**src/design/slip_packet_deframer_unit_macros.svh**
```systemverilog
// assertion helpers for the slip deframer
`ifndef SLIP_PACKET_DEFRAMER_UNIT_MACROS_SVH
`define SLIP_PACKET_DEFRAMER_UNIT_MACROS_SVH

// same-cycle implication, checked outside reset
`define SLIPDF_ASSERT_IMPL(label, clk, rst_n, cond, prop) \
    label: assert property (@(posedge clk) disable iff (!(rst_n)) (cond) |-> (prop)) \
        else $error("slip deframer check failed");

// next-cycle implication, checked outside reset
`define SLIPDF_ASSERT_NEXT(label, clk, rst_n, cond, prop) \
    label: assert property (@(posedge clk) disable iff (!(rst_n)) (cond) |=> (prop)) \
        else $error("slip deframer check failed");

`endif

```
**src/design/slipdf_pkg.sv**
```systemverilog
`timescale 1ns / 1ps

package slipdf_pkg;

    localparam logic [7:0] CODE_FEND  = 8'hC0;
    localparam logic [7:0] CODE_FESC  = 8'hDB;
    localparam logic [7:0] CODE_TFEND = 8'hDC;
    localparam logic [7:0] CODE_TFESC = 8'hDD;

    typedef enum logic [1:0] {
        PH_IDLE = 2'd0,
        PH_DATA = 2'd1,
        PH_ESC  = 2'd2
    } t_phase;

    // decoder verdict for one byte
    typedef struct packed {
        logic       emit;
        logic [7:0] out_byte;
        logic       packet_end;
        logic       bad_packet;
        t_phase     phase;
        logic       esc_err;
    } t_dec;

endpackage

```
**src/design/slip_packet_deframer_unit.sv**
```systemverilog
`timescale 1ns / 1ps
// an accepted beat is held in the input register, and its result then in the result register
// throughput: one beat per cycle while the output is not stalled; the parse state loop is a single decode step
// a stalled output holds back the input register and thus the input ready
// reset: synchronous, active low; clears both valid flags, parse phase and escape error
// no clearing pass; the block accepts beats in the first cycle after reset
`include "slip_packet_deframer_unit_macros.svh"

module slip_packet_deframer_unit (
    input  logic       i_clk,
    input  logic       i_rst_n,
    input  logic       i_in_valid,
    output logic       o_in_ready,
    input  logic [7:0] i_in_byte,
    input  logic       i_flush,
    output logic       o_out_valid,
    input  logic       i_out_ready,
    output logic [7:0] o_out_byte,
    output logic       o_packet_end,
    output logic       o_bad_packet
);
    import slipdf_pkg::*;

    logic       r_in_valid;
    logic [7:0] r_in_byte;
    logic       r_in_flush;
    t_phase     r_phase;
    logic       r_esc_err;
    logic       r_out_valid;
    logic [7:0] r_out_byte;
    logic       r_out_end;
    logic       r_out_bad;
    logic       n_out_valid;
    logic       w_adv;
    logic       w_take;
    t_dec       w_dec;

    slipdf_decoder u_dec (
        .i_byte   (r_in_byte),
        .i_flush  (r_in_flush),
        .i_phase  (r_phase),
        .i_esc_err(r_esc_err),
        .o_dec    (w_dec)
    );

    // result slot is free at this edge
    assign w_adv      = !r_out_valid || i_out_ready;
    // held beat is decoded and retired
    assign w_take     = r_in_valid && w_adv;
    assign o_in_ready = !r_in_valid || w_adv;

    always_comb begin
        n_out_valid = r_out_valid;
        if (w_adv) begin
            n_out_valid = w_take && w_dec.emit;
        end
    end

    always_ff @(posedge i_clk) begin
        if (!i_rst_n) begin
            r_in_valid  <= 1'b0;
            r_out_valid <= 1'b0;
            r_phase     <= PH_IDLE;
            r_esc_err   <= 1'b0;
        end else begin
            r_out_valid <= n_out_valid;
            if (o_in_ready) begin
                r_in_valid <= i_in_valid;
            end
            if (w_take) begin
                r_phase   <= w_dec.phase;
                r_esc_err <= w_dec.esc_err;
            end
        end
    end

    always_ff @(posedge i_clk) begin
        if (o_in_ready && i_in_valid) begin
            r_in_byte  <= i_in_byte;
            r_in_flush <= i_flush;
        end
        if (w_take && w_dec.emit) begin
            r_out_byte <= w_dec.out_byte;
            r_out_end  <= w_dec.packet_end;
            r_out_bad  <= w_dec.bad_packet;
        end
    end

    assign o_out_valid  = r_out_valid;
    assign o_out_byte   = r_out_byte;
    assign o_packet_end = r_out_end;
    assign o_bad_packet = r_out_bad;

    `SLIPDF_ASSERT_IMPL(a_data_not_bad, i_clk, i_rst_n, r_out_valid && !r_out_end, !r_out_bad)
    `SLIPDF_ASSERT_IMPL(a_end_zero_byte, i_clk, i_rst_n, r_out_valid && r_out_end, r_out_byte == 8'h00)
    `SLIPDF_ASSERT_NEXT(a_end_to_idle, i_clk, i_rst_n, w_take && w_dec.packet_end, r_phase == PH_IDLE && !r_esc_err)
    `SLIPDF_ASSERT_IMPL(a_idle_quiet, i_clk, i_rst_n, w_take && r_phase == PH_IDLE && !r_in_flush, !w_dec.emit)

endmodule

```
**src/design/slipdf_decoder.sv**
```systemverilog
`timescale 1ns / 1ps

module slipdf_decoder (
    input  logic [7:0]           i_byte,
    input  logic                 i_flush,
    input  slipdf_pkg::t_phase   i_phase,
    input  logic                 i_esc_err,
    output slipdf_pkg::t_dec     o_dec
);
    import slipdf_pkg::*;

    always_comb begin
        o_dec            = '0;
        o_dec.phase      = i_phase;
        o_dec.esc_err    = i_esc_err;
        case (i_phase)
            PH_DATA, PH_ESC: begin
                if (i_byte == CODE_FEND) begin
                    o_dec.emit       = 1'b1;
                    o_dec.packet_end = 1'b1;
                    o_dec.bad_packet = i_esc_err | (i_phase == PH_ESC);
                    o_dec.phase      = PH_IDLE;
                    o_dec.esc_err    = 1'b0;
                end else if (i_esc_err) begin
                    // packet already bad: swallow until END
                    o_dec.phase = PH_DATA;
                end else if (i_phase == PH_ESC) begin
                    if (i_byte == CODE_TFEND) begin
                        o_dec.emit     = 1'b1;
                        o_dec.out_byte = CODE_FEND;
                    end else if (i_byte == CODE_TFESC) begin
                        o_dec.emit     = 1'b1;
                        o_dec.out_byte = CODE_FESC;
                    end else begin
                        o_dec.esc_err = 1'b1;
                    end
                    o_dec.phase = PH_DATA;
                end else if (i_byte == CODE_FESC) begin
                    o_dec.phase = PH_ESC;
                end else begin
                    o_dec.emit     = 1'b1;
                    o_dec.out_byte = i_byte;
                end
            end
            default: begin
                if (i_byte == CODE_FEND) begin
                    o_dec.phase   = PH_DATA;
                    o_dec.esc_err = 1'b0;
                end
            end
        endcase

        // flush drops whatever packet is still open after this byte
        if (i_flush && (o_dec.phase != PH_IDLE)) begin
            o_dec.emit       = 1'b1;
            o_dec.out_byte   = '0;
            o_dec.packet_end = 1'b1;
            o_dec.bad_packet = 1'b1;
            o_dec.phase      = PH_IDLE;
            o_dec.esc_err    = 1'b0;
        end
    end

endmodule
```
**config.mk**
```make
export PLATFORM = sky130hd
export DESIGN_NAME = slip_packet_deframer_unit
export DESIGN_NICKNAME = d
export VERILOG_FILES = /design/src/design/slipdf_pkg.sv /design/src/design/slip_packet_deframer_unit.sv /design/src/design/slipdf_decoder.sv
export VERILOG_INCLUDE_DIRS = /design/src /design/src/design
export SDC_FILE = /design/constraint.sdc
export NUM_CORES = 1
export LEC_CHECK = 0
export BUFFER_PORTS_ARGS = -buffer_cell sky130_fd_sc_hd__buf_2
export CORE_MARGIN = 10
export CORE_UTILIZATION = 30
export CTS_CLUSTER_DIAMETER = 50
export DETAILED_ROUTE_END_ITERATION = 8
export GPL_TIMING_DRIVEN = 0
export PLACE_DENSITY_LB_ADDON = 0.12
export SYNTH_ARGS = -nofsm -noshare
export SYNTH_HDL_FRONTEND = slang
export SYNTH_SLANG_ARGS = --single-unit
```
**constraint.sdc**
```tcl
create_clock -name i_clk -period 3.2 [get_ports i_clk]
set_clock_uncertainty 0.15 [all_clocks]
set_input_delay 0.64 -clock i_clk [delete_from_list [all_inputs] [get_ports i_clk]]
set_output_delay 0.64 -clock i_clk [all_outputs]
set_load 0.01 [all_outputs]
```
# Word level (Yosys, flattened, before mapping)
# Index checks and enable logic that the tools add are counted.
dict set report word_totals {
  regBits 24
  in_bits 13
  out_inout_bits 12
  wordCells 50
}
dict set report classes {
  eq_ne 6
  muxes 20
  bitwise_logic 2
  n_reduce_logical 13
}
# operator n
set ops {}
lappend ops {{$mux 9} 5}
lappend ops {{$eq 8x8->1 const B} 4}
lappend ops {{$mux 14} 1}
lappend ops {{$mux 11} 1}
lappend ops {{$mux 3} 3}
lappend ops {{$mux 2} 4}
lappend ops {{$mux 8} 1}
lappend ops {{$mux 1} 5}
lappend ops {{$logic_and 1x1->1} 4}
lappend ops {{$reduce_or 4->1} 1}
lappend ops {{$reduce_bool 3->1} 1}
lappend ops {{$eq 2x1->1 const B} 1}
lappend ops {{$eq 2x2->1 const B} 1}
lappend ops {{$logic_not 1->1} 2}
lappend ops {{$logic_or 1x1->1} 2}
lappend ops {{$reduce_and 2->1} 1}
lappend ops {{$reduce_bool 2->1} 1}
lappend ops {{$reduce_or 2->1} 1}
lappend ops {{$not 1->1} 1}
lappend ops {{$or 1x1->1} 1}

# Longest topological paths before layout
# Gate-level depths: netlist of run 1.
dict set report logic_depth {
  ltp_word 11
  depth_mapped 8
  ltp_nobuf 7
}

# Modules after synthesis
# Synthesis of run 1 repeated with hierarchy kept, for this count alone.
dict set report hier_totals {
  cells_unflattened 105
  area_unflattened_um2 1211.2
}
# mod instances cells_each area_per_inst_um2 seq_area_each_um2
set by_module_without_submodules {}
lappend by_module_without_submodules {slip_packet_deframer_unit 1 43 775.7 670.6}
lappend by_module_without_submodules {slipdf_decoder 1 62 435.4 0.0}

# Least setup slack after synthesis of run 1
# OpenSTA, ideal clock, no wires.
dict set report synth_path {
  kind {register to register}
  startpoint {register r_phase[0]}
  endpoint {register r_out_bad (netlist: o_bad_packet) (enable)}
  setup_time_ns 0.380
  arrival_ns 2.159
  required_time_ns 2.670
  path_slack_ns 0.510
  stages_incl_launch_ff 8
  path_buffers 0
  period_less_slack_ns 2.690
  path_cell_list {dfxtp_1 > inv_1 > ha_1 > inv_1 > nor2_1 > a222oi_1 > o21ai_2 > a21oi_1}
}
dict set report synth_between {
  elab_chain_len 9
  word_cells_on_any_way 17
  cone_classes {2 x eq/ne; 11 x mux; 4 x reduce/logical}
}
# item line_no
set synth_rtl {}
lappend synth_rtl {{start: declaration} slip_packet_deframer_unit.sv:27} ;# t_phase r_phase;
lappend synth_rtl {{start signal: assignment} slip_packet_deframer_unit.sv:71} ;# r_phase <= w_dec.phase;
lappend synth_rtl {{$eq 2x2->1 / $mux 2 (equally long branches)} {slipdf_decoder.sv:16, slipdf_decoder.sv:27, slipdf_decoder.sv:38}}
lappend synth_rtl {{$mux 2} slipdf_decoder.sv:27} ;# end else if (i_phase == PH_ESC) begin
lappend synth_rtl {{$mux 2} slipdf_decoder.sv:24} ;# end else if (i_esc_err) begin
lappend synth_rtl {{$mux 3} slipdf_decoder.sv:18} ;# if (i_byte == CODE_FEND) begin
lappend synth_rtl {{$mux 3} slipdf_decoder.sv:16} ;# case (i_phase)
lappend synth_rtl {{$reduce_bool 2->1} slipdf_decoder.sv:54} ;# if (i_flush && (o_dec.phase != PH_IDLE)) begin
lappend synth_rtl {{$logic_and 1x1->1} slipdf_decoder.sv:54}
lappend synth_rtl {{$mux 14 (*)} slipdf_decoder.sv:54}
lappend synth_rtl {{$logic_and 1x1->1 (*)} slip_packet_deframer_unit.sv:82} ;# if (w_take && w_dec.emit) begin
lappend synth_rtl {{end signal: assignment} slip_packet_deframer_unit.sv:85} ;# r_out_bad <= w_dec.bad_packet;
lappend synth_rtl {{end: declaration} slip_packet_deframer_unit.sv:32} ;# logic r_out_bad;
# Every way passes the cells marked *; elsewhere a longest branch is shown, timed or not. The select of a mux whose other input is x is not followed.
# A chain may end at the register's enable or synchronous reset.

# Worst setup path after layout of run 1
dict set report layout_path {
  startpoint {register r_phase[0]}
  endpoint {register r_out_end (netlist: o_packet_end) (enable)}
}
dict set report layout_between {
  elab_chain_len 9
  word_cells_on_any_way 17
  cone_classes {2 x eq/ne; 11 x mux; 4 x reduce/logical}
}
# item line_no
set layout_rtl {}
lappend layout_rtl {{$eq 2x2->1 / $mux 2 (equally long branches)} {slipdf_decoder.sv:16, slipdf_decoder.sv:27, slipdf_decoder.sv:38}}
lappend layout_rtl {{$mux 2} slipdf_decoder.sv:27}
lappend layout_rtl {{$mux 2} slipdf_decoder.sv:24}
lappend layout_rtl {{$mux 3} slipdf_decoder.sv:18}
lappend layout_rtl {{$mux 3} slipdf_decoder.sv:16}
lappend layout_rtl {{$reduce_bool 2->1} slipdf_decoder.sv:54}
lappend layout_rtl {{$logic_and 1x1->1} slipdf_decoder.sv:54}
lappend layout_rtl {{$mux 14 (*)} slipdf_decoder.sv:54}
lappend layout_rtl {{$logic_and 1x1->1 (*)} slip_packet_deframer_unit.sv:82}
lappend layout_rtl {{end signal: assignment} slip_packet_deframer_unit.sv:84} ;# r_out_end <= w_dec.packet_end;
lappend layout_rtl {{end: declaration} slip_packet_deframer_unit.sv:31} ;# logic r_out_end;
# Marks and branches as above.

==> results of run 1 <==
cell families after synthesis:
family | count (synthesis)
AND/OR/NAND/NOR | 38
AO/OA/AOI/OAI | 27
flip-flops | 24
buffers and inverters | 7
adder cells (fa/ha/maj) | 1
power breakdown:
group          switching, mW  internal, mW
clock network         0.0962         0.167
logic                 0.0107        0.0124
registers             0.0119         0.345
worst max-delay path, cell delays in order, from the launching register on:
cell and delay [ns]:
sky130_fd_sc_hd__dfxtp_1 0.46, sky130_fd_sc_hd__inv_1 0.09, sky130_fd_sc_hd__ha_1 0.38, sky130_fd_sc_hd__inv_1 0.15, sky130_fd_sc_hd__nor2_1 0.05, sky130_fd_sc_hd__a222oi_1 0.55
sky130_fd_sc_hd__o21ai_2 0.21, sky130_fd_sc_hd__a21oi_4 0.37
synth_stat cells, drive strengths merged:
| master | number |
|---|---|
| a211oi | 1 |
| a21o | 1 |
| a21oi | 6 |
| a222oi | 1 |
| a22oi | 5 |
| a311oi | 1 |
| and2 | 2 |
| and4 | 1 |
| and4bb | 1 |
| buf | 2 |
| clkbuf | 1 |
| dfxtp | 5 |
| edfxtp | 19 |
| ha | 1 |
| inv | 4 |
| nand2 | 6 |
| nand2b | 1 |
| nand3 | 2 |
| nand4 | 1 |
| nand4b | 2 |
| nor2 | 8 |
| nor2b | 3 |
| nor3 | 8 |
| nor4 | 1 |
| nor4b | 2 |
| o211a | 1 |
| o21ai | 4 |
| o22ai | 1 |
| o31a | 3 |
| o31ai | 3 |
final cells by class:
| class | count | area, um2 | area share [%] |
|---|---|---|---|
| tap | 48 | 60.1 | 4.29 |
| multi-input combinational | 66 | 447 | 31.9 |
| clock inverter | 1 | 30.0 | 2.15 |
| buffer | 3 | 15.0 | 1.07 |
| timing repair buffer | 24 | 120 | 8.59 |
| inverter | 4 | 15.0 | 1.07 |
| sequential | 24 | 671 | 47.9 |
| clock buffer | 3 | 41.3 | 2.95 |
worst paths after layout:
| kind | end | slack [ns] |
|---|---|---|
| max reg2reg | o_packet_end | 0.45 |
| max | o_packet_end | 0.45 |
| min reg2reg | r_esc_err | 0.43 |
| min | r_in_byte[0] | 0.39 |
stage by stage:
stage	cells	worst slack [ns]	cell area, um2	power, mW	util (%)
floorplan	97	0.510	1140	0.374	-
global placement	169	0.0616	1320	0.387	36.0
detailed placement	169	0.00952	1320	0.388	36.0
CTS	173	0.00313	1390	0.650	37.9
global route	173	0.192	1400	0.671	38.2
finish	173	0.451	1400	0.644	38.2
layer usage:
layer / up-vias / part of all wire (%)
met5: - / 0
met4: 0 / 1.9
met3: 6 / 7.2
met2: 31 / 43
met1: 374 / 48
li1: 436 / -
cell usage in the layout (no fill, tap or decap), types with 2 or more instances in the layout:
cell	netlist	routed
sky130_fd_sc_hd__buf_2	0	24
sky130_fd_sc_hd__edfxtp_1	19	19
sky130_fd_sc_hd__nor2_1	8	8
sky130_fd_sc_hd__nor3_1	8	8
sky130_fd_sc_hd__nand2_1	5	5
sky130_fd_sc_hd__a21oi_1	6	5
sky130_fd_sc_hd__a22oi_1	5	5
sky130_fd_sc_hd__dfxtp_1	5	5
sky130_fd_sc_hd__inv_1	4	4
sky130_fd_sc_hd__nor2b_1	3	3
sky130_fd_sc_hd__o31ai_1	3	3
sky130_fd_sc_hd__o31a_1	3	3
sky130_fd_sc_hd__o21ai_0	3	3
sky130_fd_sc_hd__clkbuf_8	0	3
sky130_fd_sc_hd__nand4b_1	2	2
sky130_fd_sc_hd__nand3_1	2	2
sky130_fd_sc_hd__and2_1	2	2
sky130_fd_sc_hd__nor4b_1	2	2
==> tab_implementation.tex, run 1 <==
\begin{tabular}{lr}
\hline
Metric & Value \\
\hline
\multicolumn{2}{l}{\textbf{Yosys}} \\
\quad Average instance area after synthesis & 11.7 um2 \\
\quad Post-Synthesis Cells & 97 \\
\quad Number of distinct standard cells referenced by the synthesized netlist & 33 \\
\quad Post-synth top area share & 50.2\% \\
\quad \#FFs+latches synth & 24 \\
\quad Adder and majority gate portion of the synthesized area & 1.10\% \\
\quad Area of the mapped netlist & 0.00114 mm2 \\
\quad Dominant cells by area after synthesis & sky130\_fd\_sc\_hd\_\_edfxtp\_1 (50\%), sky130\_fd\_sc\_hd\_\_dfxtp\_1 (8.8\%), sky130\_fd\_sc\_hd\_\_nor3\_1 (3.5\%) \\
\quad Area fraction in compound gates after synthesis & 17.3\% \\
\quad Portion of netlist area occupied by mux cells & 0\% \\
\quad Post-Synth Simple-Gate Area & 19.9\% \\
\quad Synthesized net count & 111 \\
\quad Sequential area share after synthesis & 59.0\% \\
\quad Library cell occupying the most area in the post-synthesis netlist & sky130\_fd\_sc\_hd\_\_edfxtp\_1 \\
\quad Combinational family with the most area after synthesis & simple AND/OR/NAND/NOR gates \\
\quad YS warnings & 0 \\
\quad Post-Synth XOR/XNOR Area & 0\% \\
\multicolumn{2}{l}{\textbf{Global routing}} \\
\quad Initial antenna violation count & 0 \\
\quad Global-route wire length before repair & 3970 um \\
\quad Via count of the first global-routing pass & 865 \\
\quad Largest net degree at the start of global routing & 15 \\
\quad Met3 Usage GRT & 2.51\% \\
\quad Most heavily used metal layer in global routing & met2 \\
\quad Met1 GRT Util & 9.16\% \\
\quad Total routing resource utilization after global routing & 7.50\% \\
\quad Met2 routing resource usage after global routing & 11.4\% \\
\quad Total congestion overflow & 0 \\
\multicolumn{2}{l}{\textbf{Cells and area}} \\
\quad Fill cell total of the finished layout & 343 \\
\quad Share of final-layout standard cells stronger than drive strength 1 & 28.8\% \\
\quad Nets & 140 \\
\quad Layout-stage area growth over the synthesis result & 23.1\% \\
\quad Diodes inserted & 0 \\
\multicolumn{2}{l}{\textbf{Pwr}} \\
\quad Leakage power of the design & 0.516 nW \\
\quad Power density of the placed cells & 460 mW/mm2 \\
\quad Worst-case vdd ir drop & 0.000194 V \\
\multicolumn{2}{l}{\textbf{Timing}} \\
\quad Remaining max-slew budget at the tightest pin & 58.7\% \\
\quad Number of hold-slack violations in the final timing report & 0 \\
\quad Least-Margin Pin Slew & 0.619 ns \\
\quad Final setup violation count & 0 \\
\quad Fin crit share & 85.9\% \\
\quad Count of pins over their slew limit & 0 \\
\quad FMAX & 364 MHz \\
\quad Setup repair after global routing missed its margin & false \\
\quad Aggregate negative setup slack & 0 ns \\
\quad Worst slack on hold paths & 0.392 ns \\
\quad Minimum period implied by the final worst setup slack & 2.75 ns \\
\multicolumn{2}{l}{\textbf{CTS}} \\
\quad Clock transition at the registers of the reported paths & 0.08 ns \\
\quad Max clock buf depth & 2 \\
\quad CTS hold repair buffers & 0 \\
\quad Later-pin clock latency in the skew report & 0.27 ns \\
\quad Clk root buf & sky130\_fd\_sc\_hd\_\_clkbuf\_8 \\
\quad Number of clock sinks & 24 \\
\quad CTS resizes & 0 \\
\quad Count of buffers added by post-CTS timing repair for setup & 0 \\
\quad Number of clock buffers inserted by TritonCTS & 3 \\
\quad TritonCTS clock tree & built \\
\quad Number of levels in the clock H-tree & 1 \\
\multicolumn{2}{l}{\textbf{Critical path}} \\
\quad Category of the most critical setup path & reg -> reg \\
\quad Launching element of the worst setup path & r\_phase[0] \\
\quad Sort of element at the start of the critical path & flip-flop \\
\quad R2r startpoint & r\_phase[0] \\
\quad Crit path capture type & flip-flop \\
\quad Largest fanout on the critical path & 10 \\
\quad Required time worst endpoint & 2.99 ns \\
\quad R2R cell count & 7 \\
\quad Worst Path Arrival & 2.54 ns \\
\multicolumn{2}{l}{\textbf{Drt}} \\
\quad Vias after detailed routing & 847 \\
\quad Number of search-and-repair iterations in the first detailed-routing pass & 4 \\
\quad Final routed DRC violation total & 0 \\
\quad Initial drt markers & 26 \\
\quad Routed WL & 2370 um \\
\quad Detail Route Antenna Nets & 0 \\
\quad Average vias per placed instance & 4.90 \\
\quad Average detailed-routed wire length per instance & 13.7 um \\
\multicolumn{2}{l}{\textbf{Hold path}} \\
\quad Start point of the worst min-delay path & i\_in\_byte[0] \\
\quad Worst Hold Depth & 1 \\
\quad Classification of the worst-slack hold path & in -> reg \\
\multicolumn{2}{l}{\textbf{Status}} \\
\quad Status & completed \\
\multicolumn{2}{l}{\textbf{Die}} \\
\quad Floorplan die area & 0.00665 mm2 \\
\quad Die width & 81.5 um \\
\quad \# rows & 22 \\
\quad Number of ports placed on the die boundary & 25 \\
\quad Effective utilization at floorplan & 31.0\% \\
\quad Height of the die & 81.5 um \\
\quad Core Area & 0.00366 mm2 \\
\multicolumn{2}{l}{\textbf{Place}} \\
\quad GP Congestion & 0.823 \\
\quad Number of input and output port buffers inserted & 24 \\
\quad DPL Wire Length & 1820 um \\
\multicolumn{2}{l}{\textbf{Job}} \\
\quad Max-capacitance violation count & 0 \\
\hline
\end{tabular}
No activity file was read; power rests on OpenSTA's default activity.
==> run 2, diff against run 1 <==
Settings changed: CORE_MARGIN 10 to unset, RECOVER_POWER set to 25.
==> run 2 against run 1 <==
Against the previous run:
- setup slack got worse by 0.16 ns
- sequential share of layout area rose by 0.35 points
- core utilization rose by 1.8 points
- non-clock buffer count did not move
- maximum frequency fell by 5.4%
- critical endpoint is now o_out_byte[5]
- critical path type unchanged
- total power rose by 0.72%
- final cell count fell by 1.2%
- routed wire length fell by 11%
- final area fell by 0.72%
- critical path depth did not move
- global-route usage rose by 4.2 points
- largest power group unchanged
==> tab_implementation.tex, run 2 (synthesis gave the netlist of run 1 again) <==
\begin{tabular}{lr}
\hline
Metric & Value \\
\hline
\multicolumn{2}{l}{\textbf{Global routing}} \\
\quad Via count of the first global-routing pass & 818 \\
\quad Global-route wire length before repair & 3590 um \\
\quad Initial antenna violation count & 0 \\
\quad Met1 GRT Util & 14.2\% \\
\quad Largest net degree at the start of global routing & 15 \\
\quad Met2 routing resource usage after global routing & 18.0\% \\
\quad Total congestion overflow & 0 \\
\quad Total routing resource utilization after global routing & 11.7\% \\
\quad Most heavily used metal layer in global routing & met2 \\
\quad Met3 Usage GRT & 2.54\% \\
\multicolumn{2}{l}{\textbf{CTS}} \\
\quad Clk root buf & sky130\_fd\_sc\_hd\_\_clkbuf\_8 \\
\quad Number of clock sinks & 24 \\
\quad Max clock buf depth & 2 \\
\quad Clock transition at the registers of the reported paths & 0.09 ns \\
\quad Number of levels in the clock H-tree & 1 \\
\quad Number of clock buffers inserted by TritonCTS & 3 \\
\quad CTS hold repair buffers & 0 \\
\quad Later-pin clock latency in the skew report & 0.27 ns \\
\quad TritonCTS clock tree & built \\
\multicolumn{2}{l}{\textbf{Die}} \\
\quad Effective utilization at floorplan & 32.8\% \\
\quad Height of the die & 63.5 um \\
\quad Core Area & 0.00347 mm2 \\
\quad Die width & 63.5 um \\
\quad Number of ports placed on the die boundary & 25 \\
\quad Floorplan die area & 0.00404 mm2 \\
\quad \# rows & 21 \\
\multicolumn{2}{l}{\textbf{Drt}} \\
\quad Vias after detailed routing & 837 \\
\quad Detail Route Antenna Nets & 0 \\
\quad Initial drt markers & 14 \\
\quad Routed WL & 2110 um \\
\quad Average vias per placed instance & 4.89 \\
\quad Final routed DRC violation total & 0 \\
\quad Number of search-and-repair iterations in the first detailed-routing pass & 4 \\
\quad Average detailed-routed wire length per instance & 12.3 um \\
\multicolumn{2}{l}{\textbf{Pwr}} \\
\quad Leakage power of the design & 0.514 nW \\
\quad Power density of the placed cells & 467 mW/mm2 \\
\quad Worst-case vdd ir drop & 0.000199 V \\
\multicolumn{2}{l}{\textbf{Hold path}} \\
\quad Classification of the worst-slack hold path & in -> reg \\
\multicolumn{2}{l}{\textbf{Timing}} \\
\quad Number of hold-slack violations in the final timing report & 0 \\
\quad Final setup violation count & 0 \\
\quad Setup repair after global routing missed its margin & false \\
\quad Count of pins over their slew limit & 0 \\
\quad Post-layout worst setup margin & 0.294 ns \\
\quad Minimum period implied by the final worst setup slack & 2.91 ns \\
\quad Aggregate negative setup slack & 0 ns \\
\quad FMAX & 344 MHz \\
\quad Worst slack on hold paths & 0.387 ns \\
\quad Fin crit share & 90.8\% \\
\quad Least-Margin Pin Slew & 0.628 ns \\
\quad Remaining max-slew budget at the tightest pin & 58.1\% \\
\multicolumn{2}{l}{\textbf{Status}} \\
\quad Status & completed \\
\multicolumn{2}{l}{\textbf{Place}} \\
\quad Number of input and output port buffers inserted & 24 \\
\quad DPL Wire Length & 1590 um \\
\quad Area post-placement & 0.00131 mm2 \\
\quad Setup slack at placement & 0.0397 ns \\
\quad GP Congestion & 0.832 \\
\multicolumn{2}{l}{\textbf{Critical path}} \\
\quad Sort of element at the start of the critical path & flip-flop \\
\quad Category of the most critical setup path & reg -> reg \\
\quad Crit path capture type & flip-flop \\
\quad Worst Path Arrival & 2.67 ns \\
\quad Required time worst endpoint & 2.97 ns \\
\quad Largest fanout on the critical path & 10 \\
\multicolumn{2}{l}{\textbf{Job}} \\
\quad Max-capacitance violation count & 0 \\
\multicolumn{2}{l}{\textbf{Cells and area}} \\
\quad Footprint of the flip-flops and latches & 671 um2 \\
\quad Highest-count cells in the layout ignoring fill and taps & sky130\_fd\_sc\_hd\_\_buf\_2 (24), sky130\_fd\_sc\_hd\_\_edfxtp\_1 (19), sky130\_fd\_sc\_hd\_\_nor2\_1 (8), sky130\_fd\_sc\_hd\_\_nor3\_1 (8) \\
\quad Final Instance Area & 0.00139 mm2 \\
\quad Nets & 140 \\
\quad Combined area of the multi-input logic cells & 439 um2 \\
\quad Diodes inserted & 0 \\
\quad Fill cell total of the finished layout & 357 \\
\quad Share of final-layout standard cells stronger than drive strength 1 & 28.8\% \\
\quad Final core utilization & 40.0\% \\
\quad Most common library cell in the layout ignoring fill and taps & sky130\_fd\_sc\_hd\_\_buf\_2 \\
\quad Layout-stage area growth over the synthesis result & 22.2\% \\
\hline
\end{tabular}
run 2: metal layers:
| layer | up-vias | wire [um] |
|---|---|---|
| met5 | - | 0 |
| met4 | 0 | 41 |
| met3 | 4 | 106 |
| met2 | 28 | 908 |
| met1 | 370 | 1050 |
| li1 | 435 | - |
run 2: power breakdown:
group / total, mW / switching (mW) / internal [mW]
logic: 0.0231 / 0.0108 / 0.0123
registers: 0.357 / 0.0116 / 0.345
clock network: 0.268 / 0.101 / 0.167
total: 0.648 / 0.123 / 0.525
run 2: cell type report:
type / count / share of cell area [%]
Sequential cell: 24 / 48.3
Inverter: 4 / 1.08
Multi-Input combinational cell: 66 / 31.6
Timing Repair Buffer: 24 / 8.65
Buffer: 3 / 1.08
Tap cell: 46 / 4.14
Clock inverter: 1 / 2.16
Clock buffer: 3 / 2.97
run 2: worst paths after layout:
check	from	endpoint	slack, ns	depth (start not counted)
min reg2reg	r_in_valid	r_esc_err	0.42	2
min	i_in_byte[6]	r_in_byte[6]	0.39	1
max	r_phase[0]	o_out_byte[5]	0.29	7
max reg2reg	r_phase[0]	o_out_byte[5]	0.29	7
run 2: metrics by stage:
step           std cells  total power, mW
2_1_floorplan         97            0.374
5_1_grt              171            0.671
3_5_place_dp         167            0.387
3_3_place_gp         167            0.387
4_1_cts              171            0.652
6_report             171            0.648
run 2: critical path: stages, from the launching register on:
cell and delay [ns]:
sky130_fd_sc_hd__dfxtp_1 0.45, sky130_fd_sc_hd__inv_1 0.09, sky130_fd_sc_hd__ha_1 0.38, sky130_fd_sc_hd__inv_1 0.16, sky130_fd_sc_hd__nor2_1 0.05, sky130_fd_sc_hd__a222oi_1 0.55
sky130_fd_sc_hd__o21ai_2 0.19, sky130_fd_sc_hd__a21oi_2 0.52
run 2: what timing repair did:
item	CTS	global route
resized for setup	0	1
setup buffers	0	0
endpoints found under the setup margin	0	10
